<file path="config.mk">
export PLATFORM = sky130hd
export DESIGN_NAME = ethernet_frame_classifier_stats
export DESIGN_NICKNAME = d
export VERILOG_FILES = /design/src/rtl/efcs_pkg.sv /design/src/rtl/efcs_front.sv /design/src/rtl/efcs_queue.sv /design/src/rtl/efcs_back.sv /design/src/rtl/ethernet_frame_classifier_stats.sv
export SDC_FILE = /design/constraint.sdc
export NUM_CORES = 2
export LEC_CHECK = 0
export BUFFER_PORTS_ARGS = -buffer_cell sky130_fd_sc_hd__buf_4
export CORE_MARGIN = 2
export CORE_UTILIZATION = 45
export CTS_BUF_LIST = sky130_fd_sc_hd__clkbuf_4
export DETAILED_ROUTE_END_ITERATION = 16
export SYNTH_ARGS = -nofsm -noshare
export SYNTH_HDL_FRONTEND = slang
export SYNTH_HIERARCHICAL = 1
export SYNTH_SLANG_ARGS = --single-unit
</file>
<file path="constraint.sdc">
create_clock -name clk -period 12.24 [get_ports clk]
set_input_delay 0 -clock clk [delete_from_list [all_inputs] [get_ports clk]]
set_output_delay 0 -clock clk [all_outputs]
set_load 0.01 [all_outputs]
</file>
<file path="src/rtl/efcs_pkg.sv">
`timescale 1ns / 1ps
// Shared types and constants for the Ethernet frame classifier with statistics.
// No dependencies; imported by every module of the block.
package efcs_pkg;

	localparam int LISTENER_SLOTS = 4;
	localparam int SLOT_W         = 2;
	localparam int NUM_COUNTERS   = 13;
	localparam int CNT_IDX_W      = 4;
	localparam int QUEUE_DEPTH    = 2;
	localparam int QPTR_W         = $clog2(QUEUE_DEPTH);
	localparam int QCNT_W         = $clog2(QUEUE_DEPTH + 1);

	localparam logic [10:0] LEN_ETH        = 11'd14;
	localparam logic [10:0] LEN_ETH_IP     = 11'd34;
	localparam logic [10:0] LEN_ETH_IP_UDP = 11'd42;

	localparam logic [15:0] ETYPE_ARP  = 16'h0806;
	localparam logic [15:0] ETYPE_IPV4 = 16'h0800;
	localparam logic [7:0]  PROTO_ICMP = 8'd1;
	localparam logic [7:0]  PROTO_TCP  = 8'd6;
	localparam logic [7:0]  PROTO_UDP  = 8'd17;

	// configuration register indexes
	localparam logic [2:0] CFG_LISTENER_COUNT = 3'd0;
	localparam logic [2:0] CFG_PORT_BASE      = 3'd1;

	// statistics counter indexes
	localparam logic [CNT_IDX_W-1:0] CNT_TX_TOTAL = 4'd0;
	localparam logic [CNT_IDX_W-1:0] CNT_RX_TOTAL = 4'd1;
	localparam logic [CNT_IDX_W-1:0] CNT_RX_DROP  = 4'd2;
	localparam logic [CNT_IDX_W-1:0] CNT_RX_ICMP  = 4'd3;
	localparam logic [CNT_IDX_W-1:0] CNT_RX_UDP   = 4'd4;
	localparam logic [CNT_IDX_W-1:0] CNT_RX_TCP   = 4'd5;
	localparam logic [CNT_IDX_W-1:0] CNT_RX_ARP   = 4'd6;
	localparam logic [CNT_IDX_W-1:0] CNT_RX_OTHER = 4'd7;
	localparam logic [CNT_IDX_W-1:0] CNT_TX_ICMP  = 4'd8;
	localparam logic [CNT_IDX_W-1:0] CNT_TX_UDP   = 4'd9;
	localparam logic [CNT_IDX_W-1:0] CNT_TX_TCP   = 4'd10;
	localparam logic [CNT_IDX_W-1:0] CNT_TX_ARP   = 4'd11;
	localparam logic [CNT_IDX_W-1:0] CNT_TX_OTHER = 4'd12;

	typedef enum logic [2:0] {
		CLS_ARP   = 3'd0,
		CLS_ICMP  = 3'd1,
		CLS_TCP   = 3'd2,
		CLS_UDP   = 3'd3,
		CLS_OTHER = 3'd4,
		CLS_SHORT = 3'd5
	} cls_t;

	typedef enum logic [2:0] {
		TGT_NONE = 3'd0,
		TGT_ARP  = 3'd1,
		TGT_ICMP = 3'd2,
		TGT_TCP  = 3'd3,
		TGT_UDP  = 3'd4
	} tgt_t;

	typedef enum logic {
		ACT_CLASSIFY = 1'b0,
		ACT_READ     = 1'b1
	} act_t;

	typedef struct packed {
		logic        action;
		logic        is_transmit;
		logic [10:0] frame_length;
		logic [15:0] ether_type;
		logic [7:0]  ip_protocol;
		logic [15:0] udp_dest_port;
		logic [3:0]  counter_index;
	} hdr_t;

	typedef struct packed {
		cls_t        frame_class;
		tgt_t        dispatch_target;
		logic [1:0]  listener_slot;
		logic        dropped;
		logic [63:0] counter_value;
	} res_t;

	// word passed from front to back through the queue
	typedef struct packed {
		logic                    is_read;
		logic [CNT_IDX_W-1:0]    counter_index;
		logic [NUM_COUNTERS-1:0] inc_mask;
		cls_t                    frame_class;
		tgt_t                    dispatch_target;
		logic [SLOT_W-1:0]       listener_slot;
		logic                    dropped;
	} qword_t;

endpackage

</file>
<file path="src/rtl/efcs_front.sv">
`timescale 1ns / 1ps
// Front end: listener configuration registers, frame classification and dispatch.
// Depends on efcs_pkg.
module efcs_front (
	input  logic              clk,
	input  logic              arst_n,
	input  logic              cfg_we,
	input  logic [2:0]        cfg_index,
	input  logic [15:0]       cfg_data,
	input  efcs_pkg::hdr_t    hdr,
	output efcs_pkg::qword_t  qword
);
	import efcs_pkg::*;

	logic [2:0]  listener_count_q;
	logic [15:0] listener_port_q [LISTENER_SLOTS];
	logic [2:0]  port_sel;

	assign port_sel = cfg_index - CFG_PORT_BASE;

	always_ff @(posedge clk or negedge arst_n) begin
		if (!arst_n) begin
			listener_count_q <= '0;
			for (int i = 0; i < LISTENER_SLOTS; i++) begin
				listener_port_q[i] <= '0;
			end
		end else if (cfg_we) begin
			if (cfg_index == CFG_LISTENER_COUNT) begin
				listener_count_q <= cfg_data[2:0];
			end else if (cfg_index >= CFG_PORT_BASE &&
			             cfg_index < CFG_PORT_BASE + 3'(LISTENER_SLOTS)) begin
				listener_port_q[port_sel[SLOT_W-1:0]] <= cfg_data;
			end
		end
	end

	cls_t              cls;
	logic [2:0]        n_eff;
	logic              hit;
	logic [SLOT_W-1:0] hit_slot;

	always_comb begin
		priority if (hdr.frame_length < LEN_ETH)                 cls = CLS_SHORT;
		else if (hdr.ether_type == ETYPE_ARP)                    cls = CLS_ARP;
		else if (hdr.ether_type != ETYPE_IPV4 ||
		         hdr.frame_length < LEN_ETH_IP)                  cls = CLS_OTHER;
		else if (hdr.ip_protocol == PROTO_ICMP)                  cls = CLS_ICMP;
		else if (hdr.ip_protocol == PROTO_TCP)                   cls = CLS_TCP;
		else if (hdr.ip_protocol == PROTO_UDP)                   cls = CLS_UDP;
		else                                                     cls = CLS_OTHER;
	end

	// first enabled slot wins: scan from the top so the lowest match lands last
	always_comb begin
		n_eff = (listener_count_q > 3'(LISTENER_SLOTS)) ? 3'(LISTENER_SLOTS)
		                                                : listener_count_q;
		hit      = 1'b0;
		hit_slot = '0;
		for (int i = LISTENER_SLOTS - 1; i >= 0; i--) begin
			if (3'(i) < n_eff && listener_port_q[i] == hdr.udp_dest_port) begin
				hit      = 1'b1;
				hit_slot = SLOT_W'(i);
			end
		end
		if (hdr.frame_length < LEN_ETH_IP_UDP) begin
			hit = 1'b0;
		end
	end

	always_comb begin
		qword = '0;
		qword.frame_class     = CLS_ARP;
		qword.dispatch_target = TGT_NONE;
		qword.counter_index   = hdr.counter_index;
		if (hdr.action == ACT_READ) begin
			qword.is_read = 1'b1;
		end else begin
			qword.frame_class = cls;
			if (hdr.is_transmit) begin
				qword.inc_mask[CNT_TX_TOTAL] = 1'b1;
				unique case (cls)
					CLS_ARP:   qword.inc_mask[CNT_TX_ARP]   = 1'b1;
					CLS_ICMP:  qword.inc_mask[CNT_TX_ICMP]  = 1'b1;
					CLS_TCP:   qword.inc_mask[CNT_TX_TCP]   = 1'b1;
					CLS_UDP:   qword.inc_mask[CNT_TX_UDP]   = 1'b1;
					CLS_OTHER: qword.inc_mask[CNT_TX_OTHER] = 1'b1;
					default:   ;
				endcase
			end else begin
				qword.inc_mask[CNT_RX_TOTAL] = 1'b1;
				unique case (cls)
					CLS_ARP: begin
						qword.inc_mask[CNT_RX_ARP] = 1'b1;
						qword.dispatch_target      = TGT_ARP;
					end
					CLS_ICMP: begin
						qword.inc_mask[CNT_RX_ICMP] = 1'b1;
						qword.dispatch_target       = TGT_ICMP;
					end
					CLS_TCP: begin
						qword.inc_mask[CNT_RX_TCP] = 1'b1;
						qword.dispatch_target      = TGT_TCP;
					end
					CLS_UDP: begin
						qword.inc_mask[CNT_RX_UDP] = 1'b1;
						if (hit) begin
							qword.dispatch_target = TGT_UDP;
							qword.listener_slot   = hit_slot;
						end else begin
							qword.dropped = 1'b1;
						end
					end
					CLS_OTHER: begin
						qword.inc_mask[CNT_RX_OTHER] = 1'b1;
						qword.dropped                = 1'b1;
					end
					default: qword.dropped = 1'b1;
				endcase
				qword.inc_mask[CNT_RX_DROP] = qword.dropped;
			end
		end
	end

endmodule

</file>
<file path="src/rtl/efcs_queue.sv">
`timescale 1ns / 1ps
// Short FIFO of classified words between front and back.
// Depends on efcs_pkg.
module efcs_queue (
	input  logic             clk,
	input  logic             arst_n,
	input  logic             push,
	input  efcs_pkg::qword_t wdata,
	output logic             full,
	input  logic             pop,
	output logic             rvalid,
	output efcs_pkg::qword_t rdata
);
	import efcs_pkg::*;

	qword_t            mem [QUEUE_DEPTH];
	logic [QPTR_W-1:0] wr_ptr_q;
	logic [QPTR_W-1:0] rd_ptr_q;
	logic [QCNT_W-1:0] count_q;

	assign full   = (count_q == QCNT_W'(QUEUE_DEPTH));
	assign rvalid = (count_q != '0);
	assign rdata  = mem[rd_ptr_q];

	always_ff @(posedge clk) begin
		if (push) begin
			mem[wr_ptr_q] <= wdata;
		end
	end

	always_ff @(posedge clk or negedge arst_n) begin
		if (!arst_n) begin
			wr_ptr_q <= '0;
			rd_ptr_q <= '0;
			count_q  <= '0;
		end else begin
			if (push) begin
				wr_ptr_q <= (wr_ptr_q == QPTR_W'(QUEUE_DEPTH - 1)) ? '0 : wr_ptr_q + 1'b1;
			end
			if (pop) begin
				rd_ptr_q <= (rd_ptr_q == QPTR_W'(QUEUE_DEPTH - 1)) ? '0 : rd_ptr_q + 1'b1;
			end
			unique case ({push, pop})
				2'b10:   count_q <= count_q + 1'b1;
				2'b01:   count_q <= count_q - 1'b1;
				default: count_q <= count_q;
			endcase
		end
	end

	assert property (@(posedge clk) disable iff (!arst_n) push |-> !full || pop)
		else $error("queue push while full");
	assert property (@(posedge clk) disable iff (!arst_n) pop |-> rvalid)
		else $error("queue pop while empty");
	assert property (@(posedge clk) disable iff (!arst_n)
		count_q <= QCNT_W'(QUEUE_DEPTH))
		else $error("queue count overflow");

endmodule

</file>
<file path="src/rtl/efcs_back.sv">
`timescale 1ns / 1ps
// Back end: statistics counters, counter reads and the result output register.
// Depends on efcs_pkg.
module efcs_back (
	input  logic             clk,
	input  logic             arst_n,
	input  logic             q_valid,
	input  efcs_pkg::qword_t q_word,
	output logic             q_pop,
	output logic             res_valid,
	input  logic             res_ready,
	output efcs_pkg::res_t   res
);
	import efcs_pkg::*;

	logic [63:0] cnt_q [NUM_COUNTERS];
	logic        res_valid_q;
	res_t        res_q;
	logic [63:0] rd_value;

	assign q_pop     = q_valid && (!res_valid_q || res_ready);
	assign res_valid = res_valid_q;
	assign res       = res_q;

	// reads see every earlier word since words leave the queue in order
	assign rd_value = (q_word.counter_index < CNT_IDX_W'(NUM_COUNTERS))
	                  ? cnt_q[q_word.counter_index] : '0;

	always_ff @(posedge clk or negedge arst_n) begin
		if (!arst_n) begin
			for (int i = 0; i < NUM_COUNTERS; i++) begin
				cnt_q[i] <= '0;
			end
			res_valid_q <= 1'b0;
		end else begin
			if (q_pop) begin
				for (int i = 0; i < NUM_COUNTERS; i++) begin
					if (q_word.inc_mask[i]) begin
						cnt_q[i] <= cnt_q[i] + 64'd1;
					end
				end
				res_valid_q <= 1'b1;
			end else if (res_ready) begin
				res_valid_q <= 1'b0;
			end
		end
	end

	always_ff @(posedge clk) begin
		if (q_pop) begin
			res_q.frame_class     <= q_word.frame_class;
			res_q.dispatch_target <= q_word.dispatch_target;
			res_q.listener_slot   <= q_word.listener_slot;
			res_q.dropped         <= q_word.dropped;
			res_q.counter_value   <= q_word.is_read ? rd_value : '0;
		end
	end

	assert property (@(posedge clk) disable iff (!arst_n) q_pop |=> res_valid)
		else $error("popped word did not reach the output");
	assert property (@(posedge clk) disable iff (!arst_n)
		res_valid && res.dropped |-> res.dispatch_target == TGT_NONE)
		else $error("dropped word has a dispatch target");
	assert property (@(posedge clk) disable iff (!arst_n)
		res_valid && res.dispatch_target != TGT_UDP |-> res.listener_slot == '0)
		else $error("listener slot set without udp dispatch");
	assert property (@(posedge clk) disable iff (!arst_n)
		q_pop && q_word.is_read |-> q_word.inc_mask == '0)
		else $error("counter read also bumps a counter");

endmodule

</file>
<file path="src/rtl/ethernet_frame_classifier_stats.sv">
`timescale 1ns / 1ps
// A header accepted into the queue is registered in the queue memory, then in the
// back end's result register. Throughput: one header per cycle while the output is
// not stalled, set by the combinational front classify and the per-counter back
// incrementers. A two-word queue between them lets either side stall alone.
// Reset (arst_n low) clears all counters, listener registers, queue and output valid.
module ethernet_frame_classifier_stats (
	input  logic            clk,
	input  logic            arst_n,
	input  logic            hdr_valid,
	output logic            hdr_ready,
	input  efcs_pkg::hdr_t  hdr,
	output logic            res_valid,
	input  logic            res_ready,
	output efcs_pkg::res_t  res,
	input  logic            cfg_valid,
	output logic            cfg_ready,
	input  logic [2:0]      cfg_index,
	input  logic [15:0]     cfg_data
);
	import efcs_pkg::*;

	qword_t front_word;
	qword_t back_word;
	logic   q_full;
	logic   q_valid;
	logic   q_pop;
	logic   push;

	assign cfg_ready = 1'b1;
	assign hdr_ready = !q_full;
	assign push      = hdr_valid && hdr_ready;

	efcs_front u_front (
		.clk       (clk),
		.arst_n    (arst_n),
		.cfg_we    (cfg_valid && cfg_ready),
		.cfg_index (cfg_index),
		.cfg_data  (cfg_data),
		.hdr       (hdr),
		.qword     (front_word)
	);

	efcs_queue u_queue (
		.clk    (clk),
		.arst_n (arst_n),
		.push   (push),
		.wdata  (front_word),
		.full   (q_full),
		.pop    (q_pop),
		.rvalid (q_valid),
		.rdata  (back_word)
	);

	efcs_back u_back (
		.clk       (clk),
		.arst_n    (arst_n),
		.q_valid   (q_valid),
		.q_word    (back_word),
		.q_pop     (q_pop),
		.res_valid (res_valid),
		.res_ready (res_ready),
		.res       (res)
	);

endmodule

</file>
== Yosys cells after proc, flatten, opt, wreduce, memory -nomap -nowiden ==
Memories as Yosys holds them, arrays and structs flattened.
Cells that the tools add are included.
Storage, ports and cells
  register bits after elaboration: 977
  memory bits (writable): 54
  input bits: 81
  output and inout bits: 76
  logic and storage cells: 158
  memories kept: 1
Memories
  u_queue.mem: depth 2, width 27, read ports 1, clocked after Yosys merged registers in 0, wr ports 1, line efcs_queue.sv:16  | qword_t mem [QUEUE_DEPTH];
Cells by class
  $add $sub $neg: 18
  magnitude comparators: 14
  equal/unequal tests: 16
  mux-type cells: 45
  bitwise gates (word level): 3
  reduce and logical (&&, ||, !) cells: 34
Operators by type and width (count)
  64-bit by 1-bit adder with 64-bit output, second input constant: 13
  64-bit binary-select mux with 4-bit select: 1
  64-bit two-way mux: 2
  64-bit bitwise mux: 1
  16-bit == test: 4
  16-bit demux with 2-bit select: 1
  2-bit AND reduction: 15
  11-bit by 6-bit < comparator with 1-bit output, second input constant: 2
  22-bit two-way mux: 1
  3-bit two-way mux: 7
  1-bit two-way mux: 19
  16-bit by 12-bit == test with 1-bit output, second input constant: 1
  16-bit two-way mux: 1
  16-bit by 12-bit inequality test with 1-bit output, second input constant: 1
  3-bit case mux with 4 select lines: 1
  11-bit by 4-bit < comparator with 1-bit output, second input constant: 1
  2-bit two-way mux: 5
  5-bit two-way mux: 2
  8-bit by 1-bit == test with 1-bit output, second input constant: 1
  8-bit by 3-bit == test with 1-bit output, second input constant: 1
  8-bit by 5-bit == test with 1-bit output, second input constant: 1
  1-bit logical AND: 8
  7-bit two-way mux: 1
  3-bit by 2-bit == test with 1-bit output, second input constant: 2
  other kinds (28): 38

== Longest topological paths before layout ==
  word-level depth: 13
  mapped depth: 11
  depth with buffers taken out: 7

== By module ==
The synthesis kept the hierarchy.
By module, submodules not included
  efcs_back: times used 1, cells each 4146, area each 46408.3 sq um, sequential area each 23037.1 sq um
  efcs_front: times used 1, cells each 311, area each 3657.3 sq um, sequential area each 1676.6 sq um
  efcs_queue: times used 1, cells each 100, area each 2234.6 sq um, sequential area each 1721.7 sq um
  ethernet_frame_classifier_stats: times used 1, cells each 4, area each 21.3 sq um, sequential area each 0.0 sq um

== Worst setup path after synthesis ==
Ideal clock, no wire load.
  kind: reg2reg
  from: register u_queue.count_q[0]
  to: register u_queue.count_q[1]
  library setup time: 0.079 ns
  arrival time: 4.303 ns
  required time: 12.161 ns
  setup slack: 7.858 ns
  stages on the path, launching flop included: 11
  buffers on the path: 4
  clock period less this slack: 4.382 ns
  cell sequence: dfrtp_1 > or2_2 > buf_4 > buf_4 > nand2_1 > inv_1 > clkbuf_1 > buf_1 > ha_1 > nor2_1 > xor2_1
On the way
  elaborated cells between the ends (all ways): 11
  those cells by class: 2 x add/sub; 3 x eq/ne; 1 x mux; 5 x reduce/logical
RTL lines
  start: declaration: line efcs_queue.sv:19  | logic [QCNT_W-1:0] count_q;
  start signal: assignment: line efcs_queue.sv:44  | 2'b10: count_q <= count_q + 1'b1;
  start signal: assignment: line efcs_queue.sv:45  | 2'b01: count_q <= count_q - 1'b1;
  start signal: assignment: line efcs_queue.sv:46  | default: count_q <= count_q;
  2-bit nonzero test (*): line efcs_queue.sv:22  | assign rvalid = (count_q != '0);
  net q_valid: line ethernet_frame_classifier_stats.sv:26  | logic q_valid;
  1-bit logical AND (*): line efcs_back.sv:21  | assign q_pop = q_valid && (!res_valid_q || res_ready);
  net q_pop: line ethernet_frame_classifier_stats.sv:27  | logic q_pop;
  2-bit by 1-bit == test with 1-bit output or 2-bit == test (tied branches): line efcs_queue.sv:43  | unique case ({push, pop})
  2-bit case mux with 2 select lines or 2-bit nonzero test (tied branches)
The timed path passes the listed nets; every way through them passes the cells marked *.
A chain may end at the register's enable or synchronous reset.

==> run metrics <==
sequential fraction of the synthesis area=50.52%; Max Clock Freq=approximately 0.24 GHz; WHS=0.1331 ns; Synth Area per Inst=~11 µm²; RePlAce Congestion=0.8964; Netlist cell types=69; share of the synthesized area in the top cell type=43.24%; critical path type=flop to flop; Post-synth EDFFs=127; Max Slew Vio Count=0; antenna violations before repair=2; Clock Sinks=between 1000 and 1500; buffers added on ports=between 150 and 200; Cell Area, Synth=0.05232 mm²; final non-filler cell total=6778; Tcrit/Tclk final=34.30%; die area=0.1190 mm²; final core utilization=between 50 and 60%; I/O pins=157; worst-margin pin slew=1.037 ns; HP Class=input port to flop; area of the core=0.1157 mm²; Area growth, synth to finish=14.93%; DP Cell Count=6138; worst reg2reg path depth=7; hold path depth=6; DRT Wirelength=143900 µm; Synth Net Count=4656; Mapped Cells=4561; startpoint types=flop; Die H=345.0 µm; setup TNS=0 ns; crit path time final=4.199 ns; Global Route Usage Sum=roughly a quarter; top cells by area, synth=dfrtp_1, xnor2_1, mux4_2; clk_lat worst skew=around 1.2 ns; Final ANT Viol Nets=0; # Max-Cap Violations=0; DRT Pass-1 Iters=6; leakage=26.04 nW; initial detailed-routing violation count=3177; Synth Warn #=6; CTS tree=built; die width=345.0 µm; Critical Path End Type=flop; Power Density=between 150 and 200 mW/mm²; Synth Register Bits=a little over 1000; Root Driver=clkbuf_4; Peak VDD IR=between 0.0001 and 0.00015 V; Clock Tree Buf Depth=4; critical hold path startpoint=hdr[52]; Worst R2R Setup Slack=8.04 ns; CP startpoint=u_queue/rd_ptr_q; Vias per Instance=5.692; largest net degree at the start of global routing=140; Async S/R FF share, synth=between 80% and 90%; first-pass GRT wire length=223000 µm; starting density of the core=approximately 45%; CTS Buf Count=304; Overflow after GRT=0; ys flop type=dfrtp_1; total number of vias=38580; Worst Path Max Fanout=between 60 and 70; Std-Cell Rows=125; vias in the first global route=38726; final setup fails=0; fin nets=about 5100; top-count cell post-synth=dfrtp_1; top cell type by total area after synthesis=dfrtp_1; Synth top cells by count=dfrtp_1, xnor2_1, nand2_1; Worst EP required=13.11 ns; layout cell share with drive strength beyond 1=19.42%; Fin. Hold Viols=0; Wirelength per Cell=21.24 µm; worst r2r src=u_queue/rd_ptr_q; Post-route DRC=0; Rel. slew slack=between 30% and 40%; HPWL after DPL=103000 µm; worst-case clock skew=0.07902 ns; unrepaired setup endpoints after global routing=false; Worst EP arrival=5.07 ns; status=finished, final reports clean; htree depth=5; Worst-path clk slew=0.06 ns
==> cell families after synthesis <==
| group | count (synthesis) | share of synthesized area (%) |
|---|---|---|
| AO/OA/AOI/OAI | 145 | 2.377 |
| XOR/XNOR | 887 | 14.85 |
| adder cells (fa/ha/maj) | 14 | 0.3348 |
| buffers and inverters | 226 | 1.820 |
| flip-flops | 1031 | 50.52 |
| multiplexers | 299 | 10.71 |
| other | 1 | 0.007167 |
| AND/OR/NAND/NOR | 1958 | 19.38 |
==> placed cells by master, fill, tap and decap left out, drive strengths merged, types with 24 or more instances in the layout <==
| master | n |
|---|---|
| clkbuf | 443 |
| nor2 | 301 |
| mux4 | 192 |
| nand3 | 302 |
| mux2 | 107 |
| and4 | 69 |
| xnor2 | 518 |
| buf | 198 |
| inv | 84 |
| or3 | 24 |
| dfrtp | 904 |
| and3 | 129 |
| a311oi | 64 |
| xor2 | 369 |
| nor4 | 84 |
| edfxtp | 127 |
| a221oi | 64 |
| nor3 | 181 |
| dlygate4sd3 | 130 |
| clkinv | 55 |
| nand4 | 245 |
| and2 | 40 |
| nand2 | 515 |
==> power by group <==
group / total [W] / switching [W] / internal, W
clock: 0.00318 / 0.00147 / 0.00171
sequential: 0.00421 / 0.000346 / 0.00387
combinational: 0.00218 / 0.00125 / 0.000930
total: 0.00957 / 0.00306 / 0.00650
==> timing repair <==
action / 4_1_cts / 5_1_grt
hold endpoints to repair: 925 / 0
hold buffers: 131 / 0
setup buffers: 0 / 0
resized for setup: 0 / 0
==> stage by stage <==
step | cell area [µm²] | worst slack (ns) | power (W)
after floorplan | 52320 | 7.858 | 0.005602
after global placement | 55150 | 8.029 | 0.006397
after detailed placement | 55150 | 7.993 | 0.006429
after CTS | 60120 | 7.941 | 0.009687
after global routing | 60130 | 7.756 | 0.01007
final | 60130 | 8.041 | 0.009569
==> area by class of cell <==
type                            count  area [µm²]
Tap cell                         1524        1907
Clock buffer                      443        3326
Clock inverter                     60       310.3
Sequential cell                  1031       26440
Inverter                           82       315.3
Timing Repair Buffer              328        2840
Antenna cell                        6       15.01
Fill cell                       10240       55600
Multi-Input combinational cell   3304       24980
==> registers in the layout (all words and copies together), names as in the netlist <==
name,count
u_back/cnt_q,832
u_back/res,73
u_back/res_valid,1
u_front/listener_count_q,3
u_front/listener_port_q,64
u_queue/count_q,2
u_queue/mem,54
u_queue/rd_ptr_q,1
u_queue/wr_ptr_q,1
==> worst paths after layout <==
path                                                    end
max in group asynchronous                 u_back/cnt_q[816]
min in group asynchronous       u_front/listener_count_q[0]
worst min register to register            u_back/cnt_q[831]
worst max-delay path                         u_back/res[55]
worst min-delay path                     u_queue/mem[1][11]
worst max register to register               u_back/res[55]
==> metal layers <==
layer  track usage (%)  wire length, µm
met1             34.87            64790
met2             36.61            64830
met4             11.02             5565
met3             4.376             8755
met5                 0                0
==> worst max-delay path, cell delays in order, from the launching register on <==
cell      delay (ns)
dfrtp_2         0.96
mux2_4          0.45
inv_4           0.49
buf_4           0.74
nor3_2          0.06
buf_4           0.36
a221oi_1        0.56
a311oi_1        0.13
Note: power is estimated with default switching activity, not from simulation.
